--- src/xml_entity_unescape_assert.svh ---
// Assertion helpers shared by xeu_cmd_fifo and xeu_back.
`ifndef XML_ENTITY_UNESCAPE_ASSERT_SVH
`define XML_ENTITY_UNESCAPE_ASSERT_SVH

// same-cycle implication
`define XEU_ASSERT_IMPL(label, ante, cons) \
	label: assert property (@(posedge clk) disable iff (!arst_n) (ante) |-> (cons)) \
		else $error("xeu assertion failed");

// next-cycle implication
`define XEU_ASSERT_NEXT(label, ante, cons) \
	label: assert property (@(posedge clk) disable iff (!arst_n) (ante) |=> (cons)) \
		else $error("xeu assertion failed");

`endif

--- src/xeu_pkg.sv ---
package xeu_pkg;

	localparam int CMD_DEPTH = 4;
	localparam int CMD_PTR_W = $clog2(CMD_DEPTH);
	localparam int CMD_CNT_W = CMD_PTR_W + 1;

	localparam logic [15:0] CAP_RESET = 16'd256;

	// pending prefix codes
	localparam logic [3:0] P_NONE = 4'd0;
	localparam logic [3:0] P_AMP  = 4'd1;
	localparam logic [3:0] P_L    = 4'd2;
	localparam logic [3:0] P_LT   = 4'd3;
	localparam logic [3:0] P_G    = 4'd4;
	localparam logic [3:0] P_GT   = 4'd5;
	localparam logic [3:0] P_A    = 4'd6;
	localparam logic [3:0] P_AM   = 4'd7;
	localparam logic [3:0] P_AMP2 = 4'd8;
	localparam logic [3:0] P_AP   = 4'd9;
	localparam logic [3:0] P_APO  = 4'd10;
	localparam logic [3:0] P_APOS = 4'd11;
	localparam logic [3:0] P_Q    = 4'd12;
	localparam logic [3:0] P_QU   = 4'd13;
	localparam logic [3:0] P_QUO  = 4'd14;
	localparam logic [3:0] P_QUOT = 4'd15;

	localparam logic [7:0] CH_NUL  = 8'h00;
	localparam logic [7:0] CH_AMP  = 8'h26;
	localparam logic [7:0] CH_LT   = 8'h3c;
	localparam logic [7:0] CH_GT   = 8'h3e;
	localparam logic [7:0] CH_QUOT = 8'h22;
	localparam logic [7:0] CH_APOS = 8'h27;
	localparam logic [7:0] CH_SEMI = 8'h3b;
	localparam logic [7:0] CH_LA   = 8'h61;
	localparam logic [7:0] CH_LG   = 8'h67;
	localparam logic [7:0] CH_LL   = 8'h6c;
	localparam logic [7:0] CH_LM   = 8'h6d;
	localparam logic [7:0] CH_LO   = 8'h6f;
	localparam logic [7:0] CH_LP   = 8'h70;
	localparam logic [7:0] CH_LQ   = 8'h71;
	localparam logic [7:0] CH_LS   = 8'h73;
	localparam logic [7:0] CH_LT_T = 8'h74;
	localparam logic [7:0] CH_LU   = 8'h75;

	typedef enum logic [1:0] {
		ACT_NONE,
		ACT_CHAR,
		ACT_TERM
	} act_t;

	typedef struct packed {
		logic [3:0] flush;
		act_t       act;
		logic [7:0] ch;
	} cmd_t;

	typedef struct packed {
		logic       done;
		logic       ok;
		logic [3:0] nxt;
		logic [7:0] ch;
	} adv_t;

	function automatic adv_t advance(input logic [3:0] s, input logic [7:0] b);
		adv_t r;
		r = '{done: 1'b0, ok: 1'b0, nxt: P_NONE, ch: CH_NUL};
		case (s)
			P_AMP: begin
				r.ok = 1'b1;
				if (b == CH_LL) r.nxt = P_L;
				else if (b == CH_LG) r.nxt = P_G;
				else if (b == CH_LA) r.nxt = P_A;
				else if (b == CH_LQ) r.nxt = P_Q;
				else r.ok = 1'b0;
			end
			P_L:    begin r.ok = (b == CH_LT_T); r.nxt = P_LT; end
			P_LT:   begin r.done = (b == CH_SEMI); r.ch = CH_LT; end
			P_G:    begin r.ok = (b == CH_LT_T); r.nxt = P_GT; end
			P_GT:   begin r.done = (b == CH_SEMI); r.ch = CH_GT; end
			P_A: begin
				r.ok = 1'b1;
				if (b == CH_LM) r.nxt = P_AM;
				else if (b == CH_LP) r.nxt = P_AP;
				else r.ok = 1'b0;
			end
			P_AM:   begin r.ok = (b == CH_LP); r.nxt = P_AMP2; end
			P_AMP2: begin r.done = (b == CH_SEMI); r.ch = CH_AMP; end
			P_AP:   begin r.ok = (b == CH_LO); r.nxt = P_APO; end
			P_APO:  begin r.ok = (b == CH_LS); r.nxt = P_APOS; end
			P_APOS: begin r.done = (b == CH_SEMI); r.ch = CH_APOS; end
			P_Q:    begin r.ok = (b == CH_LU); r.nxt = P_QU; end
			P_QU:   begin r.ok = (b == CH_LO); r.nxt = P_QUO; end
			P_QUO:  begin r.ok = (b == CH_LT_T); r.nxt = P_QUOT; end
			P_QUOT: begin r.done = (b == CH_SEMI); r.ch = CH_QUOT; end
			default: r = '{done: 1'b0, ok: 1'b0, nxt: P_NONE, ch: CH_NUL};
		endcase
		return r;
	endfunction

	function automatic logic [2:0] pend_len(input logic [3:0] s);
		logic [2:0] n;
		case (s)
			P_NONE: n = 3'd0;
			P_AMP: n = 3'd1;
			P_L, P_G, P_A, P_Q: n = 3'd2;
			P_LT, P_GT, P_AM, P_AP, P_QU: n = 3'd3;
			P_AMP2, P_APO, P_QUO: n = 3'd4;
			P_APOS, P_QUOT: n = 3'd5;
			default: n = 3'd0;
		endcase
		return n;
	endfunction

	// i-th byte of the text held under prefix code s
	function automatic logic [7:0] pend_char(input logic [3:0] s, input logic [2:0] i);
		logic [4:0][7:0] t;
		logic [7:0] c;
		t = '0;
		t[0] = CH_AMP;
		case (s)
			P_L:    t[1] = CH_LL;
			P_LT:   begin t[1] = CH_LL; t[2] = CH_LT_T; end
			P_G:    t[1] = CH_LG;
			P_GT:   begin t[1] = CH_LG; t[2] = CH_LT_T; end
			P_A:    t[1] = CH_LA;
			P_AM:   begin t[1] = CH_LA; t[2] = CH_LM; end
			P_AMP2: begin t[1] = CH_LA; t[2] = CH_LM; t[3] = CH_LP; end
			P_AP:   begin t[1] = CH_LA; t[2] = CH_LP; end
			P_APO:  begin t[1] = CH_LA; t[2] = CH_LP; t[3] = CH_LO; end
			P_APOS: begin t[1] = CH_LA; t[2] = CH_LP; t[3] = CH_LO; t[4] = CH_LS; end
			P_Q:    t[1] = CH_LQ;
			P_QU:   begin t[1] = CH_LQ; t[2] = CH_LU; end
			P_QUO:  begin t[1] = CH_LQ; t[2] = CH_LU; t[3] = CH_LO; end
			P_QUOT: begin t[1] = CH_LQ; t[2] = CH_LU; t[3] = CH_LO; t[4] = CH_LT_T; end
			default: t[1] = CH_NUL;
		endcase
		case (i)
			3'd0: c = t[0];
			3'd1: c = t[1];
			3'd2: c = t[2];
			3'd3: c = t[3];
			3'd4: c = t[4];
			default: c = CH_NUL;
		endcase
		return c;
	endfunction

endpackage

--- src/xml_entity_unescape.sv ---
// Commands from the front end are written to a registered command queue, and the back
// end registers each result that it emits. Throughput: one byte per cycle while the
// queue is not full; a command that flushes a failed prefix sends each held byte out in
// turn, then its own character if it has one; the 4-entry command queue absorbs the burst.
// Reset (arst_n low, asynchronous): capacity 256, no pending prefix, count zero,
// command queue and result register empty.
module xml_entity_unescape import xeu_pkg::*; (
	input  logic        clk,
	input  logic        arst_n,
	input  logic        push,
	output logic        full,
	input  logic [7:0]  src_byte,
	output logic        empty,
	input  logic        pop,
	output logic [7:0]  out_byte,
	output logic        end_of_string,
	input  logic        cfg_valid,
	output logic        cfg_ready,
	input  logic [15:0] cfg_data
);

	logic q_full;
	logic cmd_push;
	cmd_t cmd_in;
	logic cmd_pop;
	cmd_t cmd_head;
	logic cmd_valid;

	assign cfg_ready = 1'b1;

	xeu_front u_front (
		.clk      (clk),
		.arst_n   (arst_n),
		.push     (push),
		.src_byte (src_byte),
		.q_full   (q_full),
		.full     (full),
		.cmd_push (cmd_push),
		.cmd      (cmd_in)
	);

	xeu_cmd_fifo u_fifo (
		.clk     (clk),
		.arst_n  (arst_n),
		.wr_en   (cmd_push),
		.wr_data (cmd_in),
		.full    (q_full),
		.rd_en   (cmd_pop),
		.rd_data (cmd_head),
		.valid   (cmd_valid)
	);

	xeu_back u_back (
		.clk           (clk),
		.arst_n        (arst_n),
		.cfg_we        (cfg_valid && cfg_ready),
		.cfg_data      (cfg_data),
		.cmd_valid     (cmd_valid),
		.head          (cmd_head),
		.cmd_pop       (cmd_pop),
		.pop           (pop),
		.empty         (empty),
		.out_byte      (out_byte),
		.end_of_string (end_of_string)
	);

endmodule

--- src/xeu_front.sv ---
module xeu_front import xeu_pkg::*; (
	input  logic       clk,
	input  logic       arst_n,
	input  logic       push,
	input  logic [7:0] src_byte,
	input  logic       q_full,
	output logic       full,
	output logic       cmd_push,
	output cmd_t       cmd
);

	logic [3:0] prefix_q;
	logic [3:0] prefix_d;
	logic       accept;
	adv_t       adv;

	assign full   = q_full;
	assign accept = push && !q_full;
	assign adv    = advance(prefix_q, src_byte);

	always_comb begin
		prefix_d = prefix_q;
		cmd_push = 1'b0;
		cmd      = '{flush: P_NONE, act: ACT_NONE, ch: src_byte};
		if (accept) begin
			if (src_byte == CH_NUL) begin
				cmd_push = 1'b1;
				cmd.flush = prefix_q;
				cmd.act   = ACT_TERM;
				prefix_d  = P_NONE;
			end else if (prefix_q != P_NONE && adv.done) begin
				cmd_push = 1'b1;
				cmd.act  = ACT_CHAR;
				cmd.ch   = adv.ch;
				prefix_d = P_NONE;
			end else if (prefix_q != P_NONE && adv.ok) begin
				prefix_d = adv.nxt;
			end else begin
				// failed prefix (or none): held bytes go out, byte handled fresh
				cmd.flush = prefix_q;
				if (src_byte == CH_AMP) begin
					prefix_d = P_AMP;
					cmd_push = (prefix_q != P_NONE);
				end else begin
					prefix_d = P_NONE;
					cmd.act  = ACT_CHAR;
					cmd_push = 1'b1;
				end
			end
		end
	end

	always_ff @(posedge clk or negedge arst_n) begin
		if (!arst_n) begin
			prefix_q <= P_NONE;
		end else begin
			prefix_q <= prefix_d;
		end
	end

endmodule

--- src/xeu_cmd_fifo.sv ---
`include "xml_entity_unescape_assert.svh"

module xeu_cmd_fifo import xeu_pkg::*; (
	input  logic clk,
	input  logic arst_n,
	input  logic wr_en,
	input  cmd_t wr_data,
	output logic full,
	input  logic rd_en,
	output cmd_t rd_data,
	output logic valid
);

	cmd_t                 mem_q [CMD_DEPTH];
	logic [CMD_PTR_W-1:0] wr_ptr_q;
	logic [CMD_PTR_W-1:0] rd_ptr_q;
	logic [CMD_CNT_W-1:0] count_q;

	assign full    = (count_q == CMD_CNT_W'(CMD_DEPTH));
	assign valid   = (count_q != '0);
	assign rd_data = mem_q[rd_ptr_q];

	always_ff @(posedge clk) begin
		if (wr_en) begin
			mem_q[wr_ptr_q] <= wr_data;
		end
	end

	always_ff @(posedge clk or negedge arst_n) begin
		if (!arst_n) begin
			wr_ptr_q <= '0;
			rd_ptr_q <= '0;
			count_q  <= '0;
		end else begin
			if (wr_en) wr_ptr_q <= wr_ptr_q + 1'b1;
			if (rd_en) rd_ptr_q <= rd_ptr_q + 1'b1;
			case ({wr_en, rd_en})
				2'b10: count_q <= count_q + 1'b1;
				2'b01: count_q <= count_q - 1'b1;
				default: count_q <= count_q;
			endcase
		end
	end

	`XEU_ASSERT_IMPL(a_no_overflow, full, !wr_en)
	`XEU_ASSERT_IMPL(a_no_underflow, !valid, !rd_en)
	`XEU_ASSERT_NEXT(a_ptr_gap, 1'b1, CMD_PTR_W'(wr_ptr_q - rd_ptr_q) == CMD_PTR_W'(count_q))

endmodule

--- src/xeu_back.sv ---
`include "xml_entity_unescape_assert.svh"

module xeu_back import xeu_pkg::*; (
	input  logic        clk,
	input  logic        arst_n,
	input  logic        cfg_we,
	input  logic [15:0] cfg_data,
	input  logic        cmd_valid,
	input  cmd_t        head,
	output logic        cmd_pop,
	input  logic        pop,
	output logic        empty,
	output logic [7:0]  out_byte,
	output logic        end_of_string
);

	logic [15:0] cap_q;
	logic [15:0] count_q;
	logic [2:0]  idx_q;
	logic        out_valid_q;
	logic [7:0]  out_byte_q;
	logic        out_eos_q;

	logic [15:0] limit;
	logic [2:0]  flen;
	logic        last_step;
	logic        slot_free;
	logic        step_en;
	logic        in_flush;
	logic        is_term;
	logic        emit;
	logic [7:0]  ch;

	assign limit     = (cap_q == '0) ? '0 : cap_q - 16'd1;
	assign flen      = pend_len(head.flush);
	assign last_step = (head.act != ACT_NONE) ? (idx_q == flen) : (idx_q == flen - 3'd1);
	assign slot_free = !out_valid_q || pop;
	assign step_en   = cmd_valid && slot_free;
	assign in_flush  = (idx_q < flen);
	assign ch        = in_flush ? pend_char(head.flush, idx_q) : head.ch;
	assign is_term   = !in_flush && (head.act == ACT_TERM);
	// characters after the first cap - 1 are dropped; the terminator always goes out
	assign emit      = step_en && (is_term || (count_q < limit));
	assign cmd_pop   = step_en && last_step;

	assign empty         = !out_valid_q;
	assign out_byte      = out_byte_q;
	assign end_of_string = out_eos_q;

	always_ff @(posedge clk) begin
		if (emit) begin
			out_byte_q <= is_term ? CH_NUL : ch;
			out_eos_q  <= is_term;
		end
	end

	always_ff @(posedge clk or negedge arst_n) begin
		if (!arst_n) begin
			cap_q       <= CAP_RESET;
			count_q     <= '0;
			idx_q       <= '0;
			out_valid_q <= 1'b0;
		end else begin
			if (cfg_we) cap_q <= cfg_data;
			if (slot_free) out_valid_q <= emit;
			if (step_en) begin
				idx_q <= last_step ? 3'd0 : idx_q + 3'd1;
				if (is_term) count_q <= '0;
				else if (emit) count_q <= count_q + 16'd1;
			end
		end
	end

	`XEU_ASSERT_IMPL(a_idle_idx, !cmd_valid, idx_q == 3'd0)
	`XEU_ASSERT_IMPL(a_idx_range, cmd_valid, idx_q <= flen)
	`XEU_ASSERT_NEXT(a_term_clears, step_en && is_term, count_q == '0 && out_eos_q)

endmodule

--- config.mk ---
export PLATFORM = sky130hd
export DESIGN_NAME = xml_entity_unescape
export DESIGN_NICKNAME = d
export VERILOG_FILES = /design/src/xeu_pkg.sv /design/src/xml_entity_unescape.sv /design/src/xeu_front.sv /design/src/xeu_cmd_fifo.sv /design/src/xeu_back.sv
export VERILOG_INCLUDE_DIRS = /design/src /design/src/src
export SDC_FILE = /design/constraint.sdc
export NUM_CORES = 1
export LEC_CHECK = 0
export BUFFER_PORTS_ARGS = -buffer_cell sky130_fd_sc_hd__buf_2
export CAP_MARGIN = 10
export CORE_AREA = 2 2 113 115
export CTS_CLUSTER_SIZE = 20
export DETAILED_ROUTE_END_ITERATION = 7
export DIE_AREA = 0 0 115 117
export PLACE_DENSITY = 0.8
export SLEW_MARGIN = 10
export SYNTH_ARGS = -nofsm -noshare
export SYNTH_HDL_FRONTEND = slang
export SYNTH_SLANG_ARGS = --single-unit
--- constraint.sdc ---
create_clock -name clk -period 5.3 [get_ports clk]
set_clock_uncertainty 0.2 [all_clocks]
set_input_delay 1.06 -clock clk [delete_from_list [all_inputs] [get_ports clk]]
set_output_delay 1.06 -clock clk [all_outputs]
set_load 0.03 [all_outputs]
### Word level (Yosys, flattened, before mapping)

Memories as Yosys holds them, arrays and structs flattened.
Index checks and enable logic that the tools add are counted.

* memory bits (writable): 56
* output and inout port bits: 12
* memories: 2
* bits in registers: 56
* bits in read-only memories: 48

Memories
* u_fifo.mem_q: words 4, bits a word 14, read ports 1, clocked after Yosys merged registers in 0, write ports 1, RTL line xeu_cmd_fifo.sv:14 `cmd_t mem_q [CMD_DEPTH];`
* (no name shown): words 16, bits a word 3, read ports 1, clocked after Yosys merged registers in 0, write ports 0, RTL line xeu_pkg.sv:102 `case (s)`

* reductions and logical operators: 31
* mux-type cells: 46
* order comparisons: 2
* add/sub/neg operators: 8
* equality and inequality tests: 51

Operator list (count)
* == test 8 x 7 -> 1 bit, second input constant: 10
* == test 4 bit, second input constant: 16
* case mux 7 bit (4 select lines): 2
* case mux 5 bit (10 select lines): 1
* 2-to-1 mux 16 bit: 3
* 2-to-1 mux 4 bit: 10
* case mux 7 bit (5 select lines): 1
* == test 4 x 3 -> 1 bit, second input constant: 8
* case mux 6 bit (5 select lines): 1
* case mux 7 bit (2 select lines): 2
* 2-to-1 mux 8 bit: 3
* 2-to-1 mux 1 bit: 17
* adder 16 x 1 -> 16 bit, second input constant: 1
* == test 4 x 2 -> 1 bit, second input constant: 4
* == test 8 x 6 -> 1 bit, second input constant: 2
* logical NOT 16 bit: 1
* < comparator 16 bit: 1
* subtractor 16 x 1 -> 16 bit, second input constant: 1
* 2-to-1 mux 14 bit: 1
* 2-to-1 mux 6 bit: 2
* logical NOT 8 bit: 1
* OR reduction 2 bit: 4
* OR reduction 4 bit: 2
* logical AND 1 bit: 7
* 24 further kinds: 37

### Logic depth before layout (Yosys ltp)

* depth after elaboration: 13
* gate-level depth with buffers: 19
* gate-level depth less buffers: 17

### Hierarchy

A second synthesis with hierarchy kept.

* cell total of the unflattened synthesis: 630
* area, all modules: 6715.2 um2

By module, submodules not included
* xeu_back: area each 3408.3 um2, seq. area each 1172.4 um2, instances 1, cells each 394
* xeu_cmd_fifo: area each 2452.4 um2, seq. area each 1856.8 um2, instances 1, cells each 109
* xeu_front: area each 843.3 um2, seq. area each 100.1 um2, instances 1, cells each 125
* xml_entity_unescape: area each 11.3 um2, seq. area each 0.0 um2, instances 1, cells each 2

### Least setup slack after synthesis

OpenSTA, ideal clock, no wires.

* kind: register -> register
* start point: reg u_fifo.rd_ptr_q[0]
* end point: reg u_fifo.count_q[2]
* path buffers: 2
* library setup time: 80 ps
* clock period less this slack: 3888 ps
* stages on the path, launching flop included: 20
* data required time: 5020 ps
* path slack: 1412 ps
* data arrival time: 3608 ps
* cell sequence: dfrtp_1 buf_6 mux4_2 clkbuf_1 a21oi_1 nor2_1 nor2_1 ha_1 xnor2_1 nor3_1 o21ai_1 a31oi_1 nand2_1 inv_1 ha_1 inv_1 fa_1 xor2_1 nor2_1 xnor2_1

* longest elaborated chain between the ends: 8
* elaborated cells on any way between the ends: 12
* classes of those cells: 1 x add/sub; 4 x eq/ne; 2 x mux; 3 x reduce/logical; 2 x memory

Ends and longest elaborated chain
* start, declared: RTL line xeu_cmd_fifo.sv:16 `logic [CMD_PTR_W-1:0] rd_ptr_q;`
* start signal, assigned: RTL line xeu_cmd_fifo.sv:36 `if (rd_en) rd_ptr_q <= rd_ptr_q + 1'b1;`
* memory read (4 x 14 bit) *
* memory read (16 x 3 bit)
* subtractor 3 x 1 -> 3 bit: RTL line xeu_back.sv:36 `assign last_step = (head.act != ACT_NONE) ? (idx_q == flen) : (idx_q == flen - 3'd1);`
* == test 3 bit: RTL line xeu_back.sv:36
* 2-to-1 mux 1 bit *: RTL line xeu_back.sv:36
* logical AND 1 bit *: RTL line xeu_back.sv:44 `assign cmd_pop = step_en && last_step;`
* named net cmd_pop: RTL line xml_entity_unescape.sv:25 `logic cmd_pop;`
* == test 2 x 1 -> 1 bit or == test 2 bit (tied branches): RTL line xeu_cmd_fifo.sv:37 `case ({wr_en, rd_en})`
* case mux 3 bit (2 select lines) or nonzero test 2 bit (tied branches)
* end signal, assigned: RTL line xeu_cmd_fifo.sv:38 `2'b10: count_q <= count_q + 1'b1;`
* end signal, assigned: RTL line xeu_cmd_fifo.sv:39 `2'b01: count_q <= count_q - 1'b1;`
* end signal, assigned: RTL line xeu_cmd_fifo.sv:40 `default: count_q <= count_q;`
* end, declared: RTL line xeu_cmd_fifo.sv:17 `logic [CMD_CNT_W-1:0] count_q;`

The timed path passes the listed nets; every way through them passes the cells marked *.
A chain may end at the register's enable or synchronous reset.

### Worst setup path in the final report

* start point: reg u_fifo.rd_ptr_q[1]
* end point: reg u_fifo.count_q[2]

Same word-level chain as after synthesis.

==> out/summary.md <==
The number of buffers created by CTS was 9; the number of nets in the finished design was 670. The fraction of power spent switching nets works out to 0.402. The wire length of the first global-routing pass was 22,500 um; the largest fanout on the critical path was 15.

The cell area after synthesis came out at 6540 sq um. TritonCTS built the clock tree. The run gives 2.10 mW as the internal power component. After detailed routing, the number of vias per cell comes to 6.20.

Number of remaining DRC errors: 0. From bottom edge to top edge, the die measures 117 um. The tools report the clock tree buffer depth as 2. The tools report the number of global-route vias before repair as 4,487. The final-report hold violation count is 0, and the normalized max-slew margin is 0.289. Across all layers, the routed design uses 4,730 vias. The detailed-routing wirelength on met1 is 6200 um, and the final instance count without filler cells is 763.

The share of flip-flops with an asynchronous set or reset after synthesis is 0.420, and the layout cell share with drive strength beyond 1 is 0.173. The shortest period the worst path allows was 4.41 ns. For this run, the number of Yosys warnings is 0.

The total half-perimeter wirelength after legalization and detailed placement came out at 9950 um. The part of the Yosys area used for sequential elements was 0.479; the detailed-route wire length per cell was 18.3 um. Across the run, the number of max-cap violations was 0. Adding up every negative setup slack in the final design gives 0 ns. Clock-pin slew was measured on the worst setup and hold paths at 0.08 ns. The effective utilization at floorplan was 0.531; the logic depth of the worst register-to-register path was 17. The first routing iteration left 468 violations.

The cell count after synthesis came out at 587. In this run the static leakage power is 2.93 nW. The count of flip-flops with a built-in enable after synthesis was 65; the diode insertion count for antenna repair was 0. The tools report the part of the power in registers as 0.372.

The flow ran to the end, and the final reports show no timing, DRC or antenna violations. The growth of design area from synthesis to finish is 8.74%. The tools report the maximum clock frequency as 0.227 GHz. The met2 wirelength from detailed routing is 6790 um.

The critical path ends at u_fifo.count_q[2]$_DFFE_PN0P_. For the reg-to-reg setup timing slack, the log shows 0.89 ns. The horizontal die dimension is 115 um. The source of the worst register-to-register timing path was u_fifo.rd_ptr_q[1]$_DFFE_PN0P_.

The tools report the clock group share of total power as 0.200. The kind of critical path is register to register. The count of state elements after synthesis was 112; the actual transition at the worst max-transition pin was 1.07 ns. After clock tree synthesis, the repair step resized 0 gates.

Entering global routing, the biggest net connects 48 pins. Setup violations remaining at the end of the flow were counted as 0. By area the synthesized netlist is led by edfxtp_1 30%, dfrtp_1 18%, ha_1 6.1%.

The average cell area after synthesis came out at 11.1 sq um. The run gives 0.213 as the global router's overall resource usage. STA classifies the critical path startpoint as a register.

Summed over all nets, the switching power comes to 1.41 mW. In this run the remaining antenna-violating nets after routing total 0. The H-tree depth came out at 3. In this run the critical register-to-register path is captured at u_fifo.count_q[2]$_DFFE_PN0P_. Routed signal wires occupy layers up through met4.

The initialized floorplan defines 41 standard-cell rows. Tracing the worst setup path back leads to its startpoint at u_fifo.rd_ptr_q[1]$_DFFE_PN0P_. Routability-driven placement finished with a final weighted congestion of 0.884. Post-synthesis cell type with the largest combined area: edfxtp_1. The max-slew violation count was 0; the placed cell count was 747. Setup repair after global routing left no endpoint under its margin. The clock reaches the later pin of the worst-skew pair after 0.36 ns. The category of the worst setup path capture point was a register.

Classification of the worst-slack hold path: register to register. The fraction of the cycle the final worst path needs is 0.832. The worst hold path begins at u_back.out_valid_q$_DFFE_PN0N_. The run gives 4.49 ns as the arrival time of data at the critical path endpoint.

The synthesized net count is 649. CTS saw 112 sinks. Across the VDD grid, the largest voltage drop is 239 uV. The total power divided by cell area is 494 nW/um^2. Buffers placed on the I/O ports in this run total 39. Among all flip-flop cells after synthesis, the most frequent one is edfxtp_1.

The share of total power in combinational logic is 0.428, and the routed wire length is 14,000 um. The die covers 13,500 sq um. The logs give 0 for the global-route congestion overflow total and 12,300 sq um for the core box area.

Post-CTS timing repair inserted 0 buffers for setup. Hold repair after CTS inserted 0 buffers. Before antenna repair, the detailed router went through 5 iterations. Detailed routing placed a total of 782 um of wire on met3. The cell chosen for the clock root was clkbuf_16. In this run, distinct cell masters in the synthesized netlist total 80. The share of Yosys cell area claimed by the top area cell type came out at 0.299. The count of pins on the block boundary is 41. At the worst endpoint, the required time is 5.38 ns. Initial antenna violation count: 0.
-- metrics by stage --
stage	worst slack (ns)	power, mW	instance area (sq um)	hold WS, ns	utilization
2_1_floorplan	1.41	2.45	6540	0.295	-
5_1_grt	0.381	3.73	7110	0.396	0.578
3_3_place_gp	1.17	2.72	6790	0.332	0.552
3_5_place_dp	1.01	2.80	6790	0.347	0.552
6_report	0.891	3.51	7110	0.352	0.578
4_1_cts	0.896	3.51	7110	0.359	0.578
-- per-layer routing --
| metal | track usage | vias up |
|---|---|---|
| met5 | 0 | - |
| met3 | 0.0386 | 23 |
| met4 | 0.0643 | 0 |
| li1 | - | 2238 |
| met2 | 0.348 | 164 |
| met1 | 0.293 | 2305 |
-- area by class of cell --
type	instances	area, sq um
Clock buffer	9	225
Tap cell	150	188
Inverter	29	109
Fill cell	972	5200
Multi-Input combinational cell	415	3160
Timing Repair Buffer	41	210
Sequential cell	112	3130
Clock inverter	7	93.8
-- placed cells by master, fill, tap and decap left out, drive strengths merged, types with 18 or more instances in the layout --
cell type and count:
o21ai 18, nand3 18, buf 41, ha 32
dfrtp 46, mux2 18, nand2b 22, nand2 60
nor2 28, edfxtp 65, inv 34
-- cell families (layout without fill, tap and decap cells) --
kind of cell    count (synthesis)  count (layout)  synth area share
simple gates                  204             204             0.165
flops                         112             112             0.479
buf+inv                        60              86            0.0388
other cells                     1               1          0.000574
compound gates                112             112             0.127
fa+ha+maj                      33              33            0.0643
mux                            40              40            0.0920
xor+xnor                       25              25            0.0335
-- flip-flops by register name (all words and copies together), names as in the netlist --
register,cells
u_fifo.count_q,3
u_fifo.mem_q,56
u_back.idx_q,3
u_back.end_of_string,1
u_fifo.wr_ptr_q,2
u_back.out_valid_q,1
u_back.count_q,16
u_back.out_byte,8
u_fifo.rd_ptr_q,2
u_back.cap_q,16
u_front.prefix_q,4
-- cells in the mapped netlist, drive strengths merged, types with 3 or more instances --
master / count
o211ai: 3
or4: 4
nand3b: 4
a31o: 7
a21oi: 12
nand4b: 3
a31oi: 14
nor3: 8
ha: 32
nor2: 28
mux2: 18
a211oi: 3
clkbuf: 17
edfxtp: 65
nor4: 11
a21o: 8
nand3: 18
o21ai: 18
mux4: 14
nand4: 8
buf: 14
nand2: 60
o31ai: 6
xnor2: 14
and2: 8
inv: 29
xor2: 11
o41ai: 4
o22ai: 8
nor2b: 5
dfrtp: 46
and3: 11
nand2b: 22
or3: 5
mux2i: 8
o311ai: 4
o21a: 3
-- worst min-delay path by stage --
stage,endpoint,slack (ns),depth (start not counted)
final,u_back.out_valid_q$_DFFE_PN0N_,0.35,2
after global routing,u_back.cap_q[9]$_DFFE_PN0P_,0.40,1
after CTS,u_back.cap_q[9]$_DFFE_PN0P_,0.36,1
after detailed placement,u_back.out_valid_q$_DFFE_PN0N_,0.35,2
after global placement,u_back.cap_q[9]$_DFFE_PN0P_,0.33,1
after floorplan,u_back.out_valid_q$_DFFE_PN0N_,0.30,2
-- critical path, cell delays in order, from the launching register on --
cell,delay [ns]
dfrtp_1,0.79
mux4_2,0.56
a21oi_1,0.19
nor2_1,0.05
nor2_1,0.17
ha_1,0.26
xnor2_1,0.14
nor3_1,0.19
o21ai_1,0.12
a31oi_1,0.38
nand2_1,0.15
inv_1,0.09
ha_1,0.19
inv_1,0.06
fa_1,0.37
xor2_1,0.17
nor2_1,0.11
xnor2_1,0.13
-- power groups by stage --
stage          registers, mW  logic, mW  clock network, mW
6_report                1.30       1.50              0.702
5_1_grt                 1.33       1.66              0.741
4_1_cts                 1.30       1.50              0.709
3_5_place_dp            1.32       1.48                  0
3_3_place_gp            1.31       1.41                  0
2_1_floorplan           1.33       1.12                  0
Note: power is estimated with default switching activity, not from simulation.
